[config.mk]
export PLATFORM = sky130hd
export DESIGN_NAME = servo_slow_motion_ramp
export DESIGN_NICKNAME = d
export VERILOG_FILES = /design/src/ssmr_pkg.sv /design/src/ssmr_cfg_regs.sv /design/src/ssmr_step.sv /design/src/servo_slow_motion_ramp.sv
export SDC_FILE = /design/constraint.sdc
export NUM_CORES = 1
export LEC_CHECK = 0
export BUFFER_PORTS_ARGS = -buffer_cell sky130_fd_sc_hd__buf_4
export CAP_MARGIN = 30
export CORE_MARGIN = 10
export CORE_UTILIZATION = 56
export DETAILED_ROUTE_END_ITERATION = 12
export PLACE_DENSITY_LB_ADDON = 0.2
export SLEW_MARGIN = 20
export SYNTH_ARGS = -nofsm -noshare
export SYNTH_HDL_FRONTEND = slang
export SYNTH_SLANG_ARGS = --single-unit
[constraint.sdc]
create_clock -name clk -period 4.95 [get_ports clk]
set_input_delay 0.2475 -clock clk [delete_from_list [all_inputs] [get_ports clk]]
set_output_delay 0.2475 -clock clk [all_outputs]
set_load 0.05 [all_outputs]
[src/ssmr_pkg.sv]
// ----------------------------------------------------------------------------
// ssmr_pkg
// Shared types and constants of the servo slow motion ramp block.
// ----------------------------------------------------------------------------
package ssmr_pkg;

	// field widths fixed by the interface
	localparam int PULSE_BITS_DEF = 12;
	localparam int ACTION_W       = 3;
	localparam int TIME_W         = 32;
	localparam int INTERVAL_W     = 16;
	localparam int STEP_W         = 8;
	localparam int CHAN_W         = 4;
	localparam int MOTION_W       = 2;
	localparam int CFG_IDX_W      = 3;

	// register reset values
	localparam int MIN_POS_RESET  = 205;
	localparam int MAX_POS_RESET  = 410;
	localparam int INTERVAL_RESET = 20;
	localparam int STEP_RESET     = 1;
	localparam int CHAN_RESET     = 0;

	// item commands
	typedef enum logic [ACTION_W-1:0] {
		ACT_TICK,
		ACT_MOVE_MIN,
		ACT_MOVE_MAX,
		ACT_JUMP_MIN,
		ACT_JUMP_MAX,
		ACT_JUMP_CENTRE
	} action_t;

	// servo motion state
	typedef enum logic [MOTION_W-1:0] {
		MOT_AT_MIN,
		MOT_AT_MAX,
		MOT_UP,
		MOT_DOWN
	} motion_t;

	// configuration register indexes
	typedef enum logic [CFG_IDX_W-1:0] {
		REG_MIN_POS,
		REG_MAX_POS,
		REG_INTERVAL,
		REG_STEP,
		REG_CHANNEL
	} cfg_reg_t;

	// fixed-width configuration fields
	typedef struct packed {
		logic [INTERVAL_W-1:0] step_interval;
		logic [STEP_W-1:0]     step_size;
		logic [CHAN_W-1:0]     channel;
	} cfg_t;

	// decisions taken for one item
	typedef struct packed {
		logic    wr;
		motion_t motion;
		logic    load_time;
		logic    load_pos;
	} step_ctrl_t;

endpackage

[src/ssmr_cfg_regs.sv]
// ----------------------------------------------------------------------------
// ssmr_cfg_regs
// Configuration register file: end positions, step interval, step size and
// expander channel, written through a plain write port.
// ----------------------------------------------------------------------------
module ssmr_cfg_regs import ssmr_pkg::*; #(
	parameter int PULSE_BITS = PULSE_BITS_DEF,
	parameter int CFG_W      = INTERVAL_W
) (
	input  logic                  clk,
	input  logic                  arst_n,
	input  logic                  cfg_we,
	input  logic [CFG_IDX_W-1:0]  cfg_index,
	input  logic [CFG_W-1:0]      cfg_data,
	output logic [PULSE_BITS-1:0] min_pos,
	output logic [PULSE_BITS-1:0] max_pos,
	output cfg_t                  cfg
);

	logic [PULSE_BITS-1:0] min_pos_q;
	logic [PULSE_BITS-1:0] max_pos_q;
	cfg_t                  cfg_q;

	// register writes
	always_ff @(posedge clk or negedge arst_n) begin
		if (!arst_n) begin
			min_pos_q           <= PULSE_BITS'(MIN_POS_RESET);
			max_pos_q           <= PULSE_BITS'(MAX_POS_RESET);
			cfg_q.step_interval <= INTERVAL_W'(INTERVAL_RESET);
			cfg_q.step_size     <= STEP_W'(STEP_RESET);
			cfg_q.channel       <= CHAN_W'(CHAN_RESET);
		end else if (cfg_we) begin
			unique case (cfg_reg_t'(cfg_index))
				REG_MIN_POS:  min_pos_q           <= cfg_data[PULSE_BITS-1:0];
				REG_MAX_POS:  max_pos_q           <= cfg_data[PULSE_BITS-1:0];
				REG_INTERVAL: cfg_q.step_interval <= cfg_data[INTERVAL_W-1:0];
				REG_STEP:     cfg_q.step_size     <= cfg_data[STEP_W-1:0];
				REG_CHANNEL:  cfg_q.channel       <= cfg_data[CHAN_W-1:0];
				default: begin
				end
			endcase
		end
	end

	assign min_pos = min_pos_q;
	assign max_pos = max_pos_q;
	assign cfg     = cfg_q;

endmodule

[src/ssmr_step.sv]
// ----------------------------------------------------------------------------
// ssmr_step
// Per-item decision logic: ramp step with clamping, move start, jumps and
// centre value, from the current state and configuration.
// ----------------------------------------------------------------------------
module ssmr_step import ssmr_pkg::*; #(
	parameter int PULSE_BITS = PULSE_BITS_DEF
) (
	input  logic [ACTION_W-1:0]   action,
	input  logic [TIME_W-1:0]     now_ms,
	input  motion_t               motion,
	input  logic [PULSE_BITS-1:0] position,
	input  logic [TIME_W-1:0]     last_time,
	input  logic [PULSE_BITS-1:0] min_pos,
	input  logic [PULSE_BITS-1:0] max_pos,
	input  cfg_t                  cfg,
	output step_ctrl_t            ctrl,
	output logic [PULSE_BITS-1:0] pos_next,
	output logic [PULSE_BITS-1:0] value
);

	logic [TIME_W-1:0]   elapsed;
	logic                interval_done;
	logic                moving;
	logic [PULSE_BITS:0] step_ext;
	logic [PULSE_BITS:0] up_sum;
	logic [PULSE_BITS:0] dn_diff;
	logic                dn_clamp;
	logic [PULSE_BITS:0] ctr_sum;
	logic [PULSE_BITS-1:0] centre;

	// elapsed time modulo 2^32 against the step interval
	assign elapsed       = now_ms - last_time;
	assign interval_done = elapsed > {{(TIME_W-INTERVAL_W){1'b0}}, cfg.step_interval};
	assign moving        = (motion == MOT_UP) || (motion == MOT_DOWN);

	// wide up step and saturating down step
	assign step_ext = {{(PULSE_BITS+1-STEP_W){1'b0}}, cfg.step_size};
	assign up_sum   = {1'b0, position} + step_ext;
	assign dn_diff  = {1'b0, position} - step_ext;
	assign dn_clamp = dn_diff[PULSE_BITS] || (dn_diff[PULSE_BITS-1:0] < min_pos);

	// centre rounds toward the min end, also with inverted ends
	assign ctr_sum = {1'b0, min_pos} + {1'b0, max_pos} +
		{{PULSE_BITS{1'b0}}, (max_pos < min_pos)};
	assign centre  = ctr_sum[PULSE_BITS:1];

	// command decode
	always_comb begin
		ctrl.wr        = 1'b0;
		ctrl.motion    = motion;
		ctrl.load_time = 1'b0;
		ctrl.load_pos  = 1'b0;
		pos_next       = position;
		value          = '0;
		unique case (action_t'(action))
			ACT_TICK: begin
				if (moving && interval_done) begin
					ctrl.wr        = 1'b1;
					ctrl.load_time = 1'b1;
					ctrl.load_pos  = 1'b1;
					if (motion == MOT_UP) begin
						if (up_sum > {1'b0, max_pos}) begin
							pos_next    = max_pos;
							ctrl.motion = MOT_AT_MAX;
						end else begin
							pos_next = up_sum[PULSE_BITS-1:0];
						end
					end else begin
						if (dn_clamp) begin
							pos_next    = min_pos;
							ctrl.motion = MOT_AT_MIN;
						end else begin
							pos_next = dn_diff[PULSE_BITS-1:0];
						end
					end
					value = pos_next;
				end
			end
			ACT_MOVE_MIN: begin
				if (motion != MOT_AT_MIN) begin
					ctrl.load_time = 1'b1;
					ctrl.load_pos  = 1'b1;
					ctrl.motion    = MOT_DOWN;
					pos_next       = max_pos;
				end
			end
			ACT_MOVE_MAX: begin
				if (motion != MOT_AT_MAX) begin
					ctrl.load_time = 1'b1;
					ctrl.load_pos  = 1'b1;
					ctrl.motion    = MOT_UP;
					pos_next       = min_pos;
				end
			end
			ACT_JUMP_MIN: begin
				ctrl.wr     = 1'b1;
				ctrl.motion = MOT_AT_MIN;
				value       = min_pos;
			end
			ACT_JUMP_MAX: begin
				ctrl.wr     = 1'b1;
				ctrl.motion = MOT_AT_MAX;
				value       = max_pos;
			end
			ACT_JUMP_CENTRE: begin
				ctrl.wr = 1'b1;
				value   = centre;
			end
			default: begin
			end
		endcase
	end

endmodule

[src/servo_slow_motion_ramp.sv]
// ----------------------------------------------------------------------------
// servo_slow_motion_ramp
// Pipeline: an accepted item passes through the input register and then the
//   result register; one result per item.
// Throughput: one item per cycle while results are taken (out_ready); the step
//   logic between the input register and the result register is combinational.
// Reset: asynchronous, active low; servo rests at minimum, position takes the
//   min_position reset value, last step time is zero, registers take defaults.
// ----------------------------------------------------------------------------
module servo_slow_motion_ramp import ssmr_pkg::*; #(
	parameter int PULSE_BITS = PULSE_BITS_DEF,
	localparam int CFG_W = (PULSE_BITS > INTERVAL_W) ? PULSE_BITS : INTERVAL_W
) (
	input  logic                  clk,
	input  logic                  arst_n,
	// configuration
	input  logic                  cfg_we,
	input  logic [CFG_IDX_W-1:0]  cfg_index,
	input  logic [CFG_W-1:0]      cfg_data,
	// items in
	input  logic                  in_valid,
	output logic                  in_ready,
	input  logic [ACTION_W-1:0]   action,
	input  logic [TIME_W-1:0]     now_ms,
	// results out
	output logic                  out_valid,
	input  logic                  out_ready,
	output logic                  write_valid,
	output logic [CHAN_W-1:0]     channel,
	output logic [PULSE_BITS-1:0] pulse_value,
	output logic [MOTION_W-1:0]   motion_state
);

	logic [PULSE_BITS-1:0] min_pos;
	logic [PULSE_BITS-1:0] max_pos;
	cfg_t                  cfg;

	logic                  valid_s1;
	logic [ACTION_W-1:0]   action_s1;
	logic [TIME_W-1:0]     now_s1;

	motion_t               motion_q;
	logic [PULSE_BITS-1:0] position_q;
	logic [TIME_W-1:0]     last_time_q;

	step_ctrl_t            ctrl;
	logic [PULSE_BITS-1:0] pos_next;
	logic [PULSE_BITS-1:0] value;

	logic                  valid_s2;
	logic                  wr_s2;
	logic [CHAN_W-1:0]     chan_s2;
	logic [PULSE_BITS-1:0] value_s2;
	motion_t               motion_s2;

	logic                  advance;

	ssmr_cfg_regs #(
		.PULSE_BITS (PULSE_BITS),
		.CFG_W      (CFG_W)
	) u_cfg (
		.clk       (clk),
		.arst_n    (arst_n),
		.cfg_we    (cfg_we),
		.cfg_index (cfg_index),
		.cfg_data  (cfg_data),
		.min_pos   (min_pos),
		.max_pos   (max_pos),
		.cfg       (cfg)
	);

	ssmr_step #(
		.PULSE_BITS (PULSE_BITS)
	) u_step (
		.action    (action_s1),
		.now_ms    (now_s1),
		.motion    (motion_q),
		.position  (position_q),
		.last_time (last_time_q),
		.min_pos   (min_pos),
		.max_pos   (max_pos),
		.cfg       (cfg),
		.ctrl      (ctrl),
		.pos_next  (pos_next),
		.value     (value)
	);

	// flow control: stage 1 moves on when the result register is free
	assign advance  = valid_s1 && (!valid_s2 || out_ready);
	assign in_ready = !valid_s1 || advance;

	// input register
	always_ff @(posedge clk or negedge arst_n) begin
		if (!arst_n) begin
			valid_s1 <= 1'b0;
		end else if (in_ready) begin
			valid_s1 <= in_valid;
		end
	end

	always_ff @(posedge clk) begin
		if (in_valid && in_ready) begin
			action_s1 <= action;
			now_s1    <= now_ms;
		end
	end

	// servo state, updated as an item leaves stage 1
	always_ff @(posedge clk or negedge arst_n) begin
		if (!arst_n) begin
			motion_q    <= MOT_AT_MIN;
			position_q  <= PULSE_BITS'(MIN_POS_RESET);
			last_time_q <= '0;
		end else if (advance) begin
			motion_q <= ctrl.motion;
			if (ctrl.load_pos) begin
				position_q <= pos_next;
			end
			if (ctrl.load_time) begin
				last_time_q <= now_s1;
			end
		end
	end

	// result register
	always_ff @(posedge clk or negedge arst_n) begin
		if (!arst_n) begin
			valid_s2 <= 1'b0;
		end else if (!valid_s2 || out_ready) begin
			valid_s2 <= valid_s1;
		end
	end

	always_ff @(posedge clk) begin
		if (advance) begin
			wr_s2     <= ctrl.wr;
			chan_s2   <= cfg.channel;
			value_s2  <= value;
			motion_s2 <= ctrl.motion;
		end
	end

	assign out_valid    = valid_s2;
	assign write_valid  = wr_s2;
	assign channel      = chan_s2;
	assign pulse_value  = value_s2;
	assign motion_state = motion_s2;

	// a jump to min rests the servo at min and writes
	a_jump_min: assert property (@(posedge clk) disable iff (!arst_n)
		advance && (action_s1 == ACT_JUMP_MIN) |=>
			(motion_q == MOT_AT_MIN) && wr_s2 && (value_s2 == $past(min_pos)))
		else $error("jump to min did not rest at min");

	// a result without a write carries a zero pulse value
	a_no_write_zero: assert property (@(posedge clk) disable iff (!arst_n)
		out_valid && !write_valid |-> (pulse_value == '0))
		else $error("pulse value not zero without write");

	// a move to max from anywhere but max starts an upward ramp at min
	a_move_up: assert property (@(posedge clk) disable iff (!arst_n)
		advance && (action_s1 == ACT_MOVE_MAX) && (motion_q != MOT_AT_MAX) |=>
			(motion_q == MOT_UP) && (position_q == $past(min_pos)) && !wr_s2)
		else $error("move to max did not start ramp");

	// the result register holds while stalled
	a_stall_hold: assert property (@(posedge clk) disable iff (!arst_n)
		valid_s2 && !out_ready |=> valid_s2 && $stable(value_s2) && $stable(motion_s2))
		else $error("stalled result changed");

endmodule

# Word-level counts from Yosys, hierarchy flattened

Index checks and enable logic that the tools add are counted.

Flip-flop bits (word level): 154
Input port bits: 59
Output and inout port bits: 21
Logic and storage cells: 79

Add/sub/neg operators: 5
Magnitude comparators: 4
Equality and inequality tests: 15
Multiplexer cells: 18
Reductions and logical operators: 21

Operators with widths:

| cell                                                                    | number |
|---|---|
| 12-bit two-way mux                                                      | 7 |
| 12-bit one-hot mux with 4 select lines                                  | 1 |
| 12-bit one-hot mux with 3 select lines                                  | 1 |
| 32-bit by 16-bit > comparator with 1-bit output                         | 1 |
| 32-bit subtractor                                                       | 1 |
| 12-bit < comparator                                                     | 2 |
| 12-bit by 12-bit adder with 13-bit output                               | 1 |
| 12-bit by 8-bit adder with 13-bit output                                | 1 |
| 13-bit by 1-bit adder with 13-bit output                                | 1 |
| 13-bit by 12-bit > comparator with 1-bit output                         | 1 |
| 12-bit by 8-bit subtractor with 13-bit output                           | 1 |
| 3-bit by 2-bit equality test with 1-bit output, second input constant   | 4 |
| 2-bit AND reduction                                                     | 6 |
| 2-bit one-hot mux with 5 select lines                                   | 1 |
| 3-bit equality test, second input constant                              | 3 |
| 4-bit two-way mux                                                       | 2 |
| 2-bit by 1-bit inequality test with 1-bit output, second input constant | 4 |
| 3-bit by 1-bit equality test with 1-bit output, second input constant   | 2 |
| 3-bit logical NOT                                                       | 2 |
| 2-bit two-way mux                                                       | 3 |
| 2-bit one-hot mux with 3 select lines                                   | 1 |
| 6-bit AND reduction                                                     | 1 |
| 5-bit two-way mux                                                       | 1 |
| 2-bit equality test, second input constant                              | 2 |
| 7 further kinds                                                         | 13 |

# Longest topological paths before layout

Depth in word-level cells: 8
Mapped depth: 22
Gate-level depth less buffers: 21

# Hierarchy

A second synthesis with hierarchy kept.

Cell total of the unflattened synthesis: 1,140
Area total of the unflattened synthesis: 11,543.6 um^2

By module, submodules not included:

| module                 | times used | cells an instance | area each (um^2) | sequential area each (um^2) |
|---|---|---|---|---|
| ssmr_step              | 1          | 865               | 5,931.9          | 0.0 |
| servo_slow_motion_ramp | 1          | 162               | 3,609.7          | 2,829.0 |
| ssmr_cfg_regs          | 1          | 113               | 2,001.9          | 1,317.5 |

# Worst setup path after synthesis

OpenSTA, ideal clock, no wires.

Path type: flip-flop to flip-flop
Start point: register now_s1[3]
End point: register last_time_q[10]
Setup time: 0.125 ns
Arrival time: 5.165 ns
Data required time: 4.825 ns
Slack: -0.340 ns
Stages on the path, launching flop included: 22
Path buffers: 1
Clock period less this slack: 5.290 ns
Cells stage by stage: edfxtp_1 -> ha_1 -> a21o_1 -> a21oi_1 -> and3_1 -> a21o_1 -> o21ai_0 -> a21o_1 -> a21oi_1 -> xnor2_1 -> ha_1 -> and4_1 -> nand3_1 -> a21oi_1 -> nor4b_1 -> nor2_1 -> or4_4 -> nor4_4 -> nand4_4 -> o311ai_4 -> buf_8 -> mux2_4

Longest elaborated chain between the ends: 6

RTL lines:

| element                                         | line                          | RTL |
|---|---|---|
| start, declared                                 | servo_slow_motion_ramp.sv:40  | `logic [TIME_W-1:0] now_s1;` |
| start signal, assigned                          | servo_slow_motion_ramp.sv:104 | `now_s1 <= now_ms;` |
| 32-bit subtractor                               | ssmr_step.sv:33               | `assign elapsed = now_ms - last_time;` |
| 32-bit by 16-bit > comparator with 1-bit output | ssmr_step.sv:34               | `assign interval_done = elapsed > {{(TIME_W-INTERVAL_W){1'b0}}, cfg.step_interval};` |
| 1-bit logical AND                               | ssmr_step.sv:58               | `if (moving && interval_done) begin` |
| 5-bit two-way mux                               | ssmr_step.sv:58               |  |
| 2-bit one-hot mux with 3 select lines           | ssmr_step.sv:56               | `unique case (action_t'(action))` |
| 2-bit AND reduction (no line)                   | n/a                           |  |
| end signal, assigned                            | servo_slow_motion_ramp.sv:120 | `last_time_q <= now_s1;` |
| end, declared                                   | servo_slow_motion_ramp.sv:44  | `logic [TIME_W-1:0] last_time_q;` |

Every way passes these cells.
A chain may end at the register's enable or synchronous reset.

# Final worst setup path

Start point: register now_s1[3]
End point: register last_time_q[3]

Longest elaborated chain between the ends: 6

RTL lines:

| element                                         | line |
|---|---|
| 32-bit subtractor                               | ssmr_step.sv:33 |
| 32-bit by 16-bit > comparator with 1-bit output | ssmr_step.sv:34 |
| 1-bit logical AND                               | ssmr_step.sv:58 |
| 5-bit two-way mux                               | ssmr_step.sv:58 |
| 2-bit one-hot mux with 3 select lines           | ssmr_step.sv:56 |
| 2-bit AND reduction (no line)                   | n/a |

Parallel ways exist; a longest one is shown, timed or not.

==> flow_summary.json <==
{
  "status": "completed",
  "synth_largest_area_cell": "dfrtp_1",
  "cp_data_required_time_ps": 5270,
  "clk_latency_ps": 440,
  "timing.fmax_mhz": 204,
  "drt-pass1-iter-count": 5,
  "coreArea_um2": 19700,
  "combPwrFrac_pct": 65.0,
  "place.gp.congestion": 0.947,
  "finalCritPeriodShare_pct": 99.2,
  "fin_cells": 1591,
  "antenna_found_initial": 0,
  "hp-class": "input pin to flip-flop",
  "fin_area_um2": 13900,
  "synth.area.top_cells": "dfrtp_1 (18%), edfxtp_1 (14%), ha_1 (12%)",
  "clockPowerShare_pct": 14.6,
  "cts_made_buffers": 17,
  "netlist_area_um2": 11300,
  "synth-edff-count": 54,
  "wl_um": 29600,
  "p_seq_share_pct": 20.4,
  "io_buffers": 79,
  "ys_seq_area_share_pct": 36.6,
  "cts_tree": "built",
  "hold_depth": 2,
  "die_w_um": 162,
  "netSwitchingPower_mw": 4.24,
  "p_per_area_nw_per_um2": 695,
  "grt-ovfl-total": 0,
  "path_clk_slew_ps": 70,
  "critPathCaptureType": "flip-flop",
  "internal_power_mw": 5.44,
  "r2r_start": "now_s1[3]$_DFFE_PP_",
  "place_ws_ps": -113,
  "row_count": 51,
  "dpl.cell_count": 1503,
  "synth_seq_cells": 154,
  "final_antenna_net_count": 0,
  "hold_end": "valid_s1$_DFFE_PN0N_",
  "initial_core_util_pct": 57.6,
  "hold_viol_final": 0,
  "ioPinCount": 80,
  "cts_sinks": 154,
  "area_growth_pct": 23.1,
  "avgSynthCellArea_um2": 9.80,
  "route.detailed.drc": 0,
  "die_y_um": 162,
  "grt_max_degree": 67,
  "startpoint_type": "flip-flop",
  "ctsHtreeMaxLevel": 4,
  "synth_ff_type": "dfrtp_1",
  "min_period_ps": 4910,
  "worst_slack_ps": 38.0,
  "rr_endpoint": "last_time_q[3]$_DFFE_PN0P_",
  "grt_pass1_wl_um": 47600,
  "setup_viol_count_final": 0,
  "clock_path_buffers": 2,
  "drt-met1-wl_um": 13100,
  "cp_max_fo": 11,
  "maxSlewHeadroom_pct": 37.4,
  "placed_area_um2": 12500,
  "finalPower_mw": 9.68,
  "final_common_cell": "buf_4",
  "die-area_um2": 26300,
  "n_antenna_cell": 0,
  "drive_above_1_share_pct": 24.0,
  "max_cap_violations": 0,
  "cts-root-buf": "clkbuf_16",
  "layout_common_cells": "buf_4 (135), inv_1 (102), ha_1 (102)",
  "wire_per_inst_um": 18.6,
  "final-max-slew-violation-count": 0,
  "grt_util_all_layers_pct": 21.9,
  "reg2reg_slack_ps": 40,
  "first_global_vias": 9529,
  "postLayoutCoreUtil_pct": 70.9,
  "drtIter0Drc": 618,
  "synth_cells": 1155,
  "route.met2.wl_um": 14200,
  "synth_nets": 1328,
  "skew_ps": 17.4,
  "yosys_warnings": 0,
  "worstPathArrival_ps": 5230,
  "synthArstFlopShare_pct": 64.9,
  "rsz0062_at_grt": "yes",
  "power_leakage_nw": 6.22,
  "top_layer_used": "met4",
  "ff2ff_path_depth": 21,
  "wl_met3_um": 1760,
  "min_from": "in_valid",
  "finalNetCount": 1486,
  "p_sw_share_pct": 43.8,
  "peakVddDrop_uv": 395,
  "num_vias": 9379,
  "post_synth_num_cell_types": 82,
  "hpwl_um": 21300,
  "worst_slew_pin_slew_ps": 927,
  "vias_per_cell": 5.90,
  "critical_path_class": "flip-flop to flip-flop",
  "post-synth-top-area-fraction_pct": 18.1
}
synthesized netlist by cell type (all sizes together) (26+ instances only):
cell type / n
a21oi: 64
clkbuf: 30
dfrtp: 82
edfxtp: 54
ha: 110
inv: 106
mux2: 57
mux2i: 40
nand2: 83
nand3: 26
nor2: 58
o21ai: 86
xnor2: 32
sequential cells by signal, indices dropped and copies added, names as in the netlist, 4 cells and up:
| signal | flops |
|---|---|
| last_time_q | 32 |
| now_s1 | 32 |
| u_cfg.cfg | 28 |
| position_q | 12 |
| pulse_value | 12 |
| u_cfg.max_pos | 12 |
| u_cfg.min_pos | 12 |
| channel | 4 |
repair_timing:
action | CTS | global route
setup buffers | 4 | 10
pin swaps | 6 | 23
gates cloned | 1 | 4
setup endpoints to repair | 42 | 56
gates resized for setup | 9 | 39
hold endpoints to repair | 83 | 0
hold buffers | 36 | 0
metal layers:
layer	track usage, %	vias to the layer above
li1	-	4531
met1	28.1	4487
met2	36.7	317
met3	4.15	44
met4	6.66	0
met5	0	-
power groups by stage:
stage          Sequential, mW  Combinational [mW]  Clock, mW
5_1_grt                  2.02                6.89       1.48
6_report                 1.97                6.30       1.41
3_3_place_gp             1.97                5.55          0
3_5_place_dp             1.98                5.69          0
4_1_cts                  1.97                5.84       1.43
2_1_floorplan            1.96                4.08          0
layout make-up:
class / instances / area [um2]
tap: 265 / 332
multi-input combinational: 852 / 6830
inverter: 106 / 398
clock inverter: 13 / 179
fill: 1465 / 5720
sequential: 154 / 4150
clock buffer: 19 / 443
timing repair buffer: 182 / 1600
through the flow:
| stage | TNS, ps | hold slack, ps |
|---|---|---|
| after floorplan | 0 | -48.1 |
| after global placement | -374 | 424 |
| after detailed placement | -2190 | 427 |
| after CTS | 0 | 15.0 |
| after global routing | -6890 | 22.3 |
| final | 0 | 16.4 |
how the worst max path moves through the flow:
stage | start | end | depth (start not counted) | slack, ps
floorplan | last_time_q[1]$_DFFE_PN0P_ | last_time_q[10]$_DFFE_PN0P_ | 21 | 4
global placement | now_s1[7]$_DFFE_PP_ | last_time_q[0]$_DFFE_PN0P_ | 18 | -60
detailed placement | now_s1[7]$_DFFE_PP_ | last_time_q[0]$_DFFE_PN0P_ | 18 | -110
CTS | now_s1[1]$_DFFE_PP_ | last_time_q[31]$_DFFE_PN0P_ | 22 | 8
global route | now_s1[3]$_DFFE_PP_ | last_time_q[3]$_DFFE_PN0P_ | 22 | -170
finish | now_s1[3]$_DFFE_PP_ | last_time_q[3]$_DFFE_PN0P_ | 21 | 40
cells by family after synthesis:
logic type | after synthesis | synth area share [%]
compound gates | 313 | 18.6
simple gates | 284 | 12.7
flops | 154 | 36.6
buf+inv | 149 | 5.43
fa+ha+maj | 114 | 12.9
mux | 97 | 10.3
xor+xnor | 44 | 3.40
critical path: stages (launching register included):
cell and delay [ps]:
edfxtp_1 440, ha_4 270, a21o_1 190, a21oi_2 150
and3_4 200, a21o_1 190, o21ai_2 90, a21o_1 200
a21oi_2 140, xnor2_1 80, ha_1 320, and4_4 180
nor2b_4 130, nor4b_2 260, nor2_1 80, or4_4 430
nor4_4 320, nand4_4 140, o311ai_4 290, buf_12 210
buf_16 180, mux2_4 300
Note: power is estimated with default switching activity, not from simulation.
